[src/design/rra_pkg.sv]
`default_nettype none
package rra_pkg;

    localparam int RRA_MAX_ATOMS = 64;
    localparam int TOT_MAX = 2097151;
    localparam int TOT_MIN = -2097152;
    localparam int BAND_RESET = 410;

    // commands from the controller to the datapath
    typedef struct packed {
        logic       capture;
        logic       store;
        logic       clr;
        logic       sum_issue;
        logic       tot;
        logic       div_init;
        logic       div_step;
        logic       div_end;
        logic       dsub;
        logic       mul_go;
        logic [1:0] coord;
        logic [1:0] part;
        logic       cmp;
        logic       first;
        logic       emit;
        logic       eor;
        logic       final_prev;
        logic       mol_end;
    } rra_cmd_t;

    typedef struct packed {
        logic started;
        logic new_res;
        logic last;
        logic out_free;
    } rra_sts_t;

endpackage
`default_nettype wire

[src/design/rra_ctrl.sv]
`default_nettype none
module rra_ctrl import rra_pkg::*; #(
    parameter int MAX_RES_ATOMS = RRA_MAX_ATOMS,
    parameter int AW = (MAX_RES_ATOMS > 1) ? $clog2(MAX_RES_ATOMS) : 1,
    parameter int CW = $clog2(MAX_RES_ATOMS + 1)
) (
    input  wire logic          aclk,
    input  wire logic          aresetn,
    input  wire logic          s_tvalid,
    output logic               s_tready,
    input  wire rra_sts_t      sts,
    input  wire logic [CW-1:0] n_cnt,
    output rra_cmd_t           cmd,
    output logic [AW-1:0]      rd_addr
);

    localparam int WSW = 40 + CW;
    localparam int BW  = $clog2(WSW + 1);

    typedef enum logic [3:0] {
        S_IDLE, S_DECIDE, S_STORE, S_CLR, S_SUM, S_SUMD, S_TOT, S_DINIT,
        S_DSTEP, S_DEND, S_DRD, S_DSUB, S_DMUL, S_DFL, S_DCMP, S_EMIT
    } state_t;

    state_t        state_reg;
    logic [CW-1:0] idx_reg;
    logic [BW-1:0] bit_reg;
    logic [1:0]    coord_reg, part_reg;
    logic          drain_reg;
    logic          kind_last_reg;   // closing on the last atom rather than a residue change

    logic idx_end;
    assign idx_end = idx_reg == (n_cnt - CW'(1));
    assign rd_addr = idx_reg[AW-1:0];

    always_comb begin
        cmd          = '0;
        cmd.coord    = coord_reg;
        cmd.part     = part_reg;
        cmd.first    = idx_reg == '0;
        s_tready     = 1'b0;
        case (state_reg)
            S_IDLE: begin
                s_tready    = 1'b1;
                cmd.capture = s_tvalid;
            end
            S_STORE: cmd.store     = 1'b1;
            S_CLR:   cmd.clr       = 1'b1;
            S_SUM:   cmd.sum_issue = 1'b1;
            S_TOT:   cmd.tot       = 1'b1;
            S_DINIT: cmd.div_init  = 1'b1;
            S_DSTEP: cmd.div_step  = 1'b1;
            S_DEND:  cmd.div_end   = 1'b1;
            S_DSUB:  cmd.dsub      = 1'b1;
            S_DMUL:  cmd.mul_go    = 1'b1;
            S_DCMP:  cmd.cmp       = 1'b1;
            S_EMIT: begin
                cmd.emit       = sts.out_free;
                cmd.eor        = kind_last_reg || !sts.last;
                cmd.final_prev = !kind_last_reg;
                cmd.mol_end    = sts.out_free && kind_last_reg;
            end
            default: ;
        endcase
    end

    always_ff @(posedge aclk) begin
        if (!aresetn) begin
            state_reg     <= S_IDLE;
            idx_reg       <= '0;
            bit_reg       <= '0;
            coord_reg     <= '0;
            part_reg      <= '0;
            drain_reg     <= 1'b0;
            kind_last_reg <= 1'b0;
        end else begin
            case (state_reg)
                S_IDLE: begin
                    if (s_tvalid) begin
                        state_reg <= S_DECIDE;
                    end
                end
                S_DECIDE: begin
                    if (sts.started && sts.new_res) begin
                        kind_last_reg <= 1'b0;
                        state_reg     <= S_CLR;
                    end else begin
                        state_reg <= S_STORE;
                    end
                end
                S_STORE: begin
                    if (sts.last) begin
                        kind_last_reg <= 1'b1;
                        state_reg     <= S_CLR;
                    end else begin
                        state_reg <= S_IDLE;
                    end
                end
                S_CLR: begin
                    idx_reg   <= '0;
                    state_reg <= S_SUM;
                end
                S_SUM: begin
                    if (idx_end) begin
                        drain_reg <= 1'b0;
                        state_reg <= S_SUMD;
                    end else begin
                        idx_reg <= idx_reg + CW'(1);
                    end
                end
                S_SUMD: begin
                    drain_reg <= 1'b1;
                    if (drain_reg) begin
                        state_reg <= S_TOT;
                    end
                end
                S_TOT: begin
                    coord_reg <= '0;
                    state_reg <= S_DINIT;
                end
                S_DINIT: begin
                    bit_reg   <= '0;
                    state_reg <= S_DSTEP;
                end
                S_DSTEP: begin
                    if (bit_reg == BW'(WSW - 1)) begin
                        state_reg <= S_DEND;
                    end else begin
                        bit_reg <= bit_reg + BW'(1);
                    end
                end
                S_DEND: begin
                    if (coord_reg == 2'd2) begin
                        idx_reg   <= '0;
                        state_reg <= S_DRD;
                    end else begin
                        coord_reg <= coord_reg + 2'd1;
                        state_reg <= S_DINIT;
                    end
                end
                S_DRD: state_reg <= S_DSUB;
                S_DSUB: begin
                    coord_reg <= '0;
                    part_reg  <= '0;
                    state_reg <= S_DMUL;
                end
                S_DMUL: begin
                    if (part_reg == 2'd2) begin
                        part_reg <= '0;
                        if (coord_reg == 2'd2) begin
                            state_reg <= S_DFL;
                        end else begin
                            coord_reg <= coord_reg + 2'd1;
                        end
                    end else begin
                        part_reg <= part_reg + 2'd1;
                    end
                end
                S_DFL: state_reg <= S_DCMP;
                S_DCMP: begin
                    if (idx_end) begin
                        state_reg <= S_EMIT;
                    end else begin
                        idx_reg   <= idx_reg + CW'(1);
                        state_reg <= S_DRD;
                    end
                end
                S_EMIT: begin
                    if (sts.out_free) begin
                        state_reg <= kind_last_reg ? S_IDLE : S_STORE;
                    end
                end
                default: state_reg <= S_IDLE;
            endcase
        end
    end

endmodule
`default_nettype wire

[config.mk]
export PLATFORM = sky130hd
export DESIGN_NAME = rra_ctrl
export DESIGN_NICKNAME = d
export VERILOG_FILES = /design/src/design/rra_pkg.sv /design/src/design/rra_ctrl.sv
export SDC_FILE = /design/constraint.sdc
export NUM_CORES = 1
export LEC_CHECK = 0
export BUFFER_PORTS_ARGS = -buffer_cell sky130_fd_sc_hd__buf_2
export CAP_MARGIN = 20
export CORE_MARGIN = 3
export CORE_UTILIZATION = 55
export CTS_CLUSTER_DIAMETER = 120
export DETAILED_ROUTE_END_ITERATION = 7
export PLACE_DENSITY_LB_ADDON = 0.15
export SETUP_SLACK_MARGIN = 0.2
export SYNTH_ARGS = -nofsm -noshare
export SYNTH_HDL_FRONTEND = slang
export SYNTH_SLANG_ARGS = --single-unit
[constraint.sdc]
create_clock -name aclk -period 3.6 [get_ports aclk]
set_clock_uncertainty 0.1 [all_clocks]
set_input_delay 0.54 -clock aclk [delete_from_list [all_inputs] [get_ports aclk]]
set_output_delay 0.54 -clock aclk [all_outputs]
set_load 0.005 [all_outputs]
---- Word-level counts from Yosys, hierarchy flattened ----
Cells that the tools add are included.
storage, ports and cells
  bits in registers ....................... 23
  input port bits ......................... 14
  output and inout port bits .............. 27
  word-level logic and storage cells ...... 105
operators by class
  $add $sub $neg .......................... 5
  equal/unequal tests ..................... 31
  multiplexer cells ....................... 41
  reduce and logical (&&, ||, !) cells .... 21
operators by type and width
  cell                 count
  $pmux 4 s16          1
  $mux 4               9
  $eq 4x4->1 const B   8
  $ne 2x2->1 const B   12
  $pmux 7 s3           1
  $eq 4x3->1 const B   4
  $mux 1               16
  $mux 7               2
  $pmux 6 s2           1
  $mux 2               5
  $eq 4x2->1 const B   2
  $reduce_bool 2->1    4
  $add 7x1->7 const B  1
  $eq 7x7->1           1
  $logic_not 7->1      1
  $reduce_and 7->1     1
  $sub 7x1->7 const B  1
  $add 6x1->6 const B  1
  $eq 6x6->1 const B   1
  $mux 6               1
  $pmux 2 s3           1
  $reduce_and 2->1     3
  $reduce_and 3->1     2
  $reduce_bool 3->1    2
  11 further kinds     17

---- Logic depth before layout (Yosys ltp) ----
Gate-level depths: netlist of the first run.
  depth after elaboration ................. 4
  depth in mapped cells ................... 9

---- Worst setup path before layout of the first run ----
No wires, ideal clock.
  kind .................................... input-to-reg
  from .................................... input port n_cnt[0]
  to ...................................... register state_reg[2]
  setup time .............................. 0.088 ns
  data arrival time ....................... 2.243 ns
  slack ................................... 1.169 ns
  stages .................................. 8
  buffers on the path ..................... 0
  cell sequence ........................... inv_1 ha_1 nor2b_1 or3_1 a31o_2 nor4_4 nand2_2 a311oi_2
on the way
  longest elaborated chain between the ends .. 4
RTL lines
  element                                          line             RTL
  start, declared                                  rra_ctrl.sv:12   input wire logic [CW-1:0] n_cnt,
  $sub 7x1->7 *                                    rra_ctrl.sv:33   assign idx_end = idx_reg == (n_cnt - CW'(1));
  $eq 7x7->1 *                                     rra_ctrl.sv:33
  $mux 3 or $ne 2x2->1 (tied branches)             -
  $pmux 4 s16 or $reduce_and 7->1 (tied branches)  -
  end signal, assigned                             rra_ctrl.sv:170  state_reg <= kind_last_reg ? S_IDLE : S_STORE;
  end, declared                                    rra_ctrl.sv:25   state_t state_reg;
Every way passes the cells marked *; elsewhere a longest branch is shown, timed or not.
A chain may end at the register's enable or synchronous reset.

==> results.ini, run 1 <==
[run_status]
status = completed

[cts]
cts_buffers = 3
cts_root_buf = clkbuf_4
htreeDepth = 1
cts_tree = built
cts_setup_buffers = 0
cts.sinks = 23
path_clk_slew_ns = 0.14
cts_resized = 0
ctsLongestPathBuffers = 2
worstSkewPairLatency_ns = 0.32
postCtsHoldBufs = 0

[hold_path]
hold_class = in2reg

[route]
drt-initial-drc-count = 121
drcViolationCount = 0
routed-via-count = 1754
wl_per_cell_um = 12.65
drt_wl_total_um = 3985
viasPerCell = 5.568
ant_nets = 0
dr.pass1.iters = 4

[power]
vdd_drop_max_mv = 0.3359
leakagePower_uw = 0.0008494
p_per_area_nw_per_um2 = 427.4

[setup_path]
cp.arrival_ns = 1.88
crit_fanout = 21
worstPathRequired_ns = 2.96
endpoint_kind = output pin
start_kind = register
worst-setup-path-type = reg2out

[sta]
setup_viol = 0
period_needed_ns = 2.524
timing.hold.ws_ns = 0.3880
fin_tns_setup_ns = 0
maxSlewHeadroom_pct = 55.48
rsz0062_at_grt = no
finalMaxSlewViolations = 0
worstMarginPinSlew_ns = 0.6669
fin_crit_sh_pct = 70.10
max_clock_freq_ghz = 0.3963
hold_violations = 0

[yosys]
synthesis.nets = 262
async_reset_ff_share_pct = 0
ys_seq_area_share_pct = 25.10
synth_seq_cells = 23
synth.distinct_cells = 58
synthesis.area_um2 = 1834
syn_area_per_cell_um2 = 7.580
synth_edf_count = 0
ys.flop_type = dfxtp_1
yosysWarnings = 0
synth_cells = 242

[global_routing]
antenna_found_initial = 0
grt_pass1_vias = 1583
grt_use_total_pct = 20.62
grt_pass1_wl_um = 6969
grt_start_max_net_pins = 24
grt_remaining_overflow = 0

[final_layout]
largest_reg_flops = 7
diodes = 0
area_growth_syn_to_layout_pct = 11.12
drive_above_1_share_pct = 20.66
fin_nets = 292

[floorplanning]
fp.dieH_um = 63.75
fp.dieW_um = 63.75
num_io_pins = 41
core_area_um2 = 3128
start_util_pct = 58.64
die_area_um2 = 4064
rows = 20

[place]
gp_congestion = 0.8250
io_buffer_count = 40
dpl.hpwl_um = 2976

[job]
maxCapViolations = 0

[power breakdown]
part,internal [uW],switching [uW]
Sequential,281,85.9
Clock,41.7,86.1
Combinational,170,206
Total,493,378
[synth_stat cells (all sizes together), types with 3 or more instances]
master | number | area share, %
nor2b | 8 | 2.7
a21oi | 12 | 3.3
nand2 | 15 | 3.2
o31ai | 4 | 2.4
nor4 | 3 | 2.7
dfxtp | 23 | 25
nor3 | 6 | 1.9
nand3b | 3 | 1.2
inv | 14 | 2.9
a31oi | 4 | 1.4
nand2b | 4 | 1.4
o21ai | 19 | 5.2
mux2i | 5 | 2.7
nor2 | 37 | 7.6
buf | 9 | 3.3
xor2 | 6 | 2.9
nand3 | 3 | 0.82
xnor2 | 4 | 1.9
ha | 6 | 4.1
nand4 | 7 | 2.4
clkbuf | 7 | 1.4
or3 | 4 | 1.4
[area by class of cell]
cell class | count | area, um^2
Multi-Input combinational cell | 188 | 1231
Fill cell | 306 | 1090
Sequential cell | 23 | 460.4
Timing Repair Buffer | 41 | 207.7
Inverter | 15 | 56.30
Tap cell | 44 | 55.05
Clock buffer | 3 | 22.52
Clock inverter | 1 | 5.005
[per-stage QoR]
step           setup slack [ns]  total power [uW]  instance area (um^2)  instances  utilization [%]
2_1_floorplan             1.169             651.3                  1834        242                -
3_3_place_gp             0.8756             743.0                  2011        311            64.28
3_5_place_dp             0.8214             745.6                  2011        311            64.28
4_1_cts                   1.105             872.8                  2038        315            65.16
5_1_grt                  0.8901             942.2                  2038        315            65.16
6_report                  1.076             871.1                  2038        315            65.16
[worst paths after layout]
kind	from	endpoint	slack, ns	depth (start not counted)
max	state_reg[1]	cmd[14]	1.08	4
min	sts[1]	kind_last_reg	0.39	3
max reg2reg	state_reg[0]	state_reg[0]	1.17	6
min reg2reg	bit_reg[5]	bit_reg[5]	0.44	2
[worst max-delay path: stages (launching register included)]
cell and delay [ns]:
dfxtp_1 0.74, nand2b_1 0.28, or2_2 0.38, inv_1 0.05
buf_2 0.10
[placed cells by master, fill, tap and decap left out, drive strengths merged, types with 3 or more instances in the layout]
| cell | netlist | routed |
|---|---|---|
| ha | 6 | 6 |
| nand2b | 4 | 4 |
| mux2i | 5 | 5 |
| dfxtp | 23 | 23 |
| nor4 | 3 | 3 |
| nand3 | 3 | 3 |
| clkbuf | 7 | 3 |
| nor2 | 37 | 37 |
| nor3 | 6 | 6 |
| xor2 | 6 | 6 |
| a21oi | 12 | 12 |
| o31ai | 4 | 4 |
| nand2 | 15 | 15 |
| nand3b | 3 | 3 |
| nor2b | 8 | 8 |
| o21ai | 19 | 19 |
| xnor2 | 4 | 4 |
| nand4 | 7 | 7 |
| a31oi | 4 | 4 |
| inv | 14 | 14 |
| or3 | 4 | 4 |
| buf | 9 | 41 |
[cell families (layout without fill, tap and decap cells)]
kind of cell | after synthesis | after routing | synth area share [%]
AND/OR/NAND/NOR | 108 | 108 | 33.22
adder cells (fa/ha/maj) | 6 | 6 | 4.093
XOR/XNOR | 11 | 11 | 6.002
flip-flops | 23 | 23 | 25.10
AO/OA/AOI/OAI | 58 | 58 | 21.08
multiplexers | 5 | 5 | 2.729
buffers and inverters | 31 | 60 | 7.776
[layer usage]
| metal | up-vias | GRT usage, % | routed length, um |
|---|---|---|---|
| met1 | 795 | 26.28 | 1926 |
| li1 | 922 | - | - |
| met3 | 2 | 4.042 | 166 |
| met5 | - | 0 | 0 |
| met4 | 0 | 4.043 | 11 |
| met2 | 35 | 36.11 | 1880 |
Power figures use the tool's default switching activity.
==> inputs of run 2 (changes only) <==
Settings changed: CORE_UTILIZATION 55 to 54.
Clock period 3.6 ns to 2.42 ns, I/O delays scaled along.
==> run 2 against run 1 <==
Effect of this change: combinational power up 97%; sequential share of layout area down 1.2 points; largest power group unchanged; setup slack worse by 0.78 ns; largest cell class unchanged; global-route usage up 0.94 points.
==> results.ini, run 2 (same netlist as run 1, synthesis figures left out) <==
[route]
drt_wl_total_um = 4372  ; +9.7%
viasPerCell = 5.701  ; +2.4%
wl_per_cell_um = 13.21  ; +4.4%
drcViolationCount = 0  ; unchanged
routed-via-count = 1887  ; +7.6%
drt-initial-drc-count = 111  ; -8.3%
ant_nets = 0  ; unchanged
dr.pass1.iters = 5  ; +1

[setup_path]
start_kind = register
cp.arrival_ns = 2.29  ; +0.41 ns
r2r-end = idx_reg[2]
worstSetupEndpoint = idx_reg[2]
reg2reg_depth = 6  ; unchanged
r2r_slack_ns = 0.29  ; -0.88 ns
rr_startpoint = idx_reg[6]
worst-setup-path-type = reg2reg
endpoint_kind = register
crit_fanout = 8  ; -62%
worstPathRequired_ns = 2.59  ; -0.37 ns
crit_start = idx_reg[6]

[cts]
ctsLongestPathBuffers = 2  ; unchanged
cts_tree = built
cts_root_buf = clkbuf_4
path_clk_slew_ns = 0.14  ; about the same
cts.sinks = 23  ; unchanged
cts_buffers = 3  ; unchanged
worstSkewPairLatency_ns = 0.33  ; about the same
htreeDepth = 1  ; unchanged

[final_layout]
final_common_cell = buf_2
seq_area_um2 = 471.7  ; +2.4%
fin_nets = 308  ; +5.5%
final_util_pct = 69.88  ; +4.7 points
diodes = 0  ; unchanged
drive_above_1_share_pct = 27.87  ; +7.2 points
fill_cells = 277  ; -9.5%
area_growth_syn_to_layout_pct = 20.12
multiInputGateArea_um2 = 1272  ; +3.4%
layout_common_cells = 40 x buf_2, 37 x nor2_1, 18 x dfxtp_1, 17 x o21ai_0, 16 x buf_4
largest_reg_flops = 7  ; unchanged

[power]
seqPwrFrac_pct = 34.8  ; -7.3 points
vdd_drop_max_mv = 0.4810  ; +43%
p_sw_uw = 596.2  ; +58%
clockPowerShare_pct = 13.2  ; -1.5 points
internal_power_uw = 829.2  ; +68%
switching_share_pct = 41.83  ; -1.5 points
leakagePower_uw = 0.0009309  ; +9.6%
combPwrFrac_pct = 51.9  ; +8.7 points
p_per_area_nw_per_um2 = 646.9  ; +51%

[global_routing]
grt_pass1_wl_um = 7258  ; +4.1%
use_met2_pct = 37.37  ; +1.3 points
grt-busiest-layer = met2
grt_util_met1_pct = 28.51  ; +2.2 points
grt_remaining_overflow = 0  ; unchanged
grt_pass1_vias = 1673  ; +5.7%
antenna_found_initial = 0  ; unchanged
grt_use_total_pct = 21.57  ; +0.94 points
grt_start_max_net_pins = 17  ; -29%
met3_usage_pct = 3.691  ; -0.35 points

[sta]
timing.hold.ws_ns = 0.2186  ; -0.1694 ns
fin_crit_sh_pct = 87.84
setup_viol = 0  ; unchanged
rsz0062_at_grt = yes
finalMaxSlewViolations = 0  ; unchanged
hold_violations = 0  ; unchanged
period_needed_ns = 2.126
maxSlewHeadroom_pct = 70.90  ; +15 points
max_clock_freq_ghz = 0.4704
worstMarginPinSlew_ns = 0.4333  ; -0.2336 ns

[floorplanning]
rows = 20  ; unchanged
num_io_pins = 41  ; unchanged
start_util_pct = 58.17  ; -0.47 points
fp.dieW_um = 64.28  ; +0.83%
fp.dieH_um = 64.28  ; +0.83%
die_area_um2 = 4132  ; +1.7%
core_area_um2 = 3153  ; +0.80%

[place]
gp_congestion = 0.8763  ; +6.2%
dpl.hpwl_um = 3223  ; +8.3%
io_buffer_count = 40  ; unchanged

[run_status]
status = completed

[job]
maxCapViolations = 0  ; unchanged

[hold_path]
hold_class = in2reg

==> run 2: cell types whose count changed in the layout (fill, tap and decap cells not counted), moves of 2 or more <==
cell     delta
buf_4      +15
dfxtp_1     -5
dfxtp_2     +3
dfxtp_4     +2
==> run 2: power by group through the flow <==
stage	combinational [uW]	clock, uW	sequential (uW)
floorplan	514	0	455
global placement	687	0	502
detailed placement	692	0	500
CTS	719	188	488
global route	826	206	508
finish	740	189	497
==> run 2: worst min path at each step <==
stage,start,to,slack [ns],cells after the start
finish,sts[1],kind_last_reg,0.22,3
global route,sts[1],kind_last_reg,0.23,3
CTS,sts[1],kind_last_reg,0.22,3
detailed placement,idx_reg[6],idx_reg[6],0.42,2
global placement,coord_reg[1],coord_reg[1],0.41,2
floorplan,kind_last_reg,kind_last_reg,0.38,2
==> run 2: metal layers <==
layer,vias to the layer above,wire length [um],part of all wire (%)
li1,954,-,-
met5,-,0,0
met1,881,1999,46
met3,6,208,4.8
met4,0,37,0.85
met2,46,2128,49
==> run 2: cell type report <==
class / count / share of cell area [%]
Clock buffer: 3 / 1.022
Clock inverter: 1 / 0.2271
Inverter: 15 / 2.555
Multi-Input combinational cell: 189 / 57.75
Sequential cell: 23 / 21.41
Tap cell: 44 / 2.499
Timing Repair Buffer: 56 / 14.54
==> run 2: timing repair <==
| item | 4_1_cts | 5_1_grt |
|---|---|---|
| endpoints found under the hold margin | 0 | 0 |
| pin swaps | 0 | 2 |
| hold buffers | 0 | 0 |
| endpoints found under the setup margin | 1 | 13 |
| resized for setup | 4 | 8 |
| setup buffers | 1 | 1 |
| gates cloned | 0 | 1 |
==> run 2: worst max-delay path, stage by stage (launching register included) <==
cell and delay (ns):
dfxtp_1 0.45, xnor3_1 0.42, nand4_1 0.09, and4_4 0.29
nor4_4 0.09, or4b_1 0.49, a31oi_1 0.13
==> run 2: metrics by stage <==
step	instance area, um^2	setup TNS, ns	setup slack, ns	power, uW	std cells
after detailed placement	2108	-0.1454	-0.03787	1192	324
after CTS	2153	0	0.2186	1394	329
final	2203	0	0.2942	1425	331
after global placement	2108	0	0.006872	1189	324
after global routing	2203	0	0.1664	1540	331
after floorplan	1834	0	0.2131	969.2	242
==> inputs of run 3 (changes only) <==
Settings changed: CORE_UTILIZATION 54 to 45, HOLD_SLACK_MARGIN set to 0.1, REMOVE_ABC_BUFFERS set to 1.
==> run 3 against run 2 <==
Effect of this change: global-route usage down 3.7 points; non-clock buffer count increased by 1; total power increased by 2.4%; routed wire length up 1.3%; cell area rose by 1.4%; critical path depth up 4; clock-buffer cell count unchanged; hold slack better by 0.047 ns; core utilization shrank 11 points; sequential power up 3%; flip-flop and latch count did not move; clock power grew 34%.
==> results.ini, run 3 (same netlist as run 1, synthesis figures left out) <==
[final_layout]
design_area_um2 = 2233  ; +1.4%
diodes = 0  ; unchanged
largest_reg_flops = 7  ; unchanged
final_common_cell = buf_2
drive_above_1_share_pct = 29.27  ; +1.4 points
area_growth_syn_to_layout_pct = 21.76
layout_common_cells = 40 x buf_2, 37 x nor2_1, 18 x dfxtp_1, 17 x buf_4, 16 x o21ai_0
fin_nets = 308  ; unchanged

[cts]
cts.sinks = 23  ; unchanged
cts_setup_buffers = 0  ; -1
postCtsHoldBufs = 0  ; unchanged
cts_tree = built
cts_resized = 0  ; -4
worstSkewPairLatency_ns = 0.27  ; -0.06 ns
ctsLongestPathBuffers = 2  ; unchanged
path_clk_slew_ns = 0.09  ; -0.05 ns
htreeDepth = 1  ; unchanged
cts_root_buf = clkbuf_8
cts_buffers = 3  ; unchanged

[route]
dr.pass1.iters = 4  ; -1
ant_nets = 0  ; unchanged
wl_per_cell_um = 13.23  ; +0.14%
viasPerCell = 5.504  ; -3.4%
drt_wl_total_um = 4431  ; +1.3%
routed-via-count = 1844  ; -2.3%
drt-initial-drc-count = 57  ; -49%
drcViolationCount = 0  ; unchanged

[sta]
rsz0062_at_grt = yes
period_needed_ns = 2.120  ; -0.005871 ns
hold_violations = 0  ; unchanged
worstMarginPinSlew_ns = 0.4242  ; -0.009123 ns
max_clock_freq_ghz = 0.4717  ; +0.28%
fin_ws_ns = 0.3000  ; +0.005871 ns
maxSlewHeadroom_pct = 71.53  ; +0.64 points
fin_crit_sh_pct = 87.60  ; -0.24 points
finalMaxSlewViolations = 0  ; unchanged
setup_viol = 0  ; unchanged

[setup_path]
worst-setup-path-type = in2reg
endpoint_kind = register
reg2reg_depth = 7  ; +1
cpPeakStageDelay_ns = 0.47  ; -0.02 ns
start_kind = input pin
worstPathRequired_ns = 2.52  ; -0.07 ns
cpMaxStageDelayCell = or4b_4
worstPathCellList = buf_2, inv_1, ha_4, xnor3_1, nand4_1, and4_4, nor4_4, buf_4, or4b_4, a31oi_1
crit_fanout = 7  ; -1
cp.arrival_ns = 2.22  ; -0.07 ns

[floorplanning]
fp.dieW_um = 69.85  ; +8.7%
start_util_pct = 48.29  ; -9.9 points
fp.dieH_um = 69.85  ; +8.7%
core_area_um2 = 3799  ; +20%
num_io_pins = 41  ; unchanged
rows = 22  ; +10%
die_area_um2 = 4878  ; +18%

[place]
io_buffer_count = 40  ; unchanged
gp_congestion = 0.7889  ; -10%
place_area_um2 = 2136  ; +1.3%
place_ws_ns = -0.06822  ; -0.03035 ns
dpl.hpwl_um = 3442  ; +6.8%

[job]
maxCapViolations = 0  ; unchanged

[global_routing]
grt_start_max_net_pins = 15  ; -2
grt_remaining_overflow = 0  ; unchanged
grt_pass1_wl_um = 7376  ; +1.6%
antenna_found_initial = 0  ; unchanged
grt_use_total_pct = 17.89  ; -3.7 points
grt_pass1_vias = 1649  ; -1.4%

[power]
p_per_area_nw_per_um2 = 653.8  ; +1.1%
vdd_drop_max_mv = 0.4205  ; -13%
leakagePower_uw = 0.0009454  ; +1.6%

[hold_path]
holdPathStages = 3  ; unchanged
hold_class = in2reg

[run_status]
status = completed

-- run 3: path summary, 6_finish.rpt --
| kind | startpoint | end | slack, ns |
|---|---|---|---|
| setup / recovery | n_cnt[0] | idx_reg[2] | 0.30 |
| hold / removal | sts[1] | kind_last_reg | 0.27 |
| setup reg to reg | state_reg[3] | idx_reg[5] | 0.33 |
| hold reg to reg | idx_reg[6] | idx_reg[6] | 0.43 |
-- run 3: per-stage QoR --
step                      util [%]  total power (uW)  TNS [ns]  hold WS, ns  instances
after global placement       56.23              1181  -0.01014       0.4058        331
final                        58.79              1460         0       0.2654        335
after detailed placement     56.23              1187   -0.1812       0.4157        331
after floorplan                  -             923.0         0       0.3755        226
after CTS                    57.44              1439         0       0.2618        335
after global routing         58.79              1580         0       0.2855        335
-- run 3: final cells by class --
| cell class | count | area (um^2) |
|---|---|---|
| well taps | 48 | 60.06 |
| fillers | 368 | 1565 |
| clock buffers | 3 | 41.29 |
| flip-flops and latches | 23 | 471.7 |
| multi-input cells | 188 | 1271 |
| clock inverters | 1 | 5.005 |
| repair buffers | 57 | 327.8 |
| inverters | 15 | 56.30 |
-- run 3: critical path, delay by kind of cell --
kind	cells	cell delay, ns
AOI/OAI and AO/OA	1	0.17
xor gates and xnor gates	1	0.30
adders and majority gates	1	0.17
buffers and inverters	3	0.35
and+or+nand+nor	4	0.88
-- run 3: per-layer routing --
layer,up-vias,global-route usage [%],wire [um]
met4,0,3.830,40
met1,852,23.42,2127
met3,5,3.333,168
met2,39,30.43,2095
li1,948,-,-
met5,-,0,0
-- run 3: report_power, final --
part / internal (uW) / leakage, uW / switching (uW)
sequential: 426 / 0.000189 / 84.8
combinational: 315 / 0.000731 / 381
clock: 115 / 0.0000255 / 138
total: 856 / 0.000945 / 604
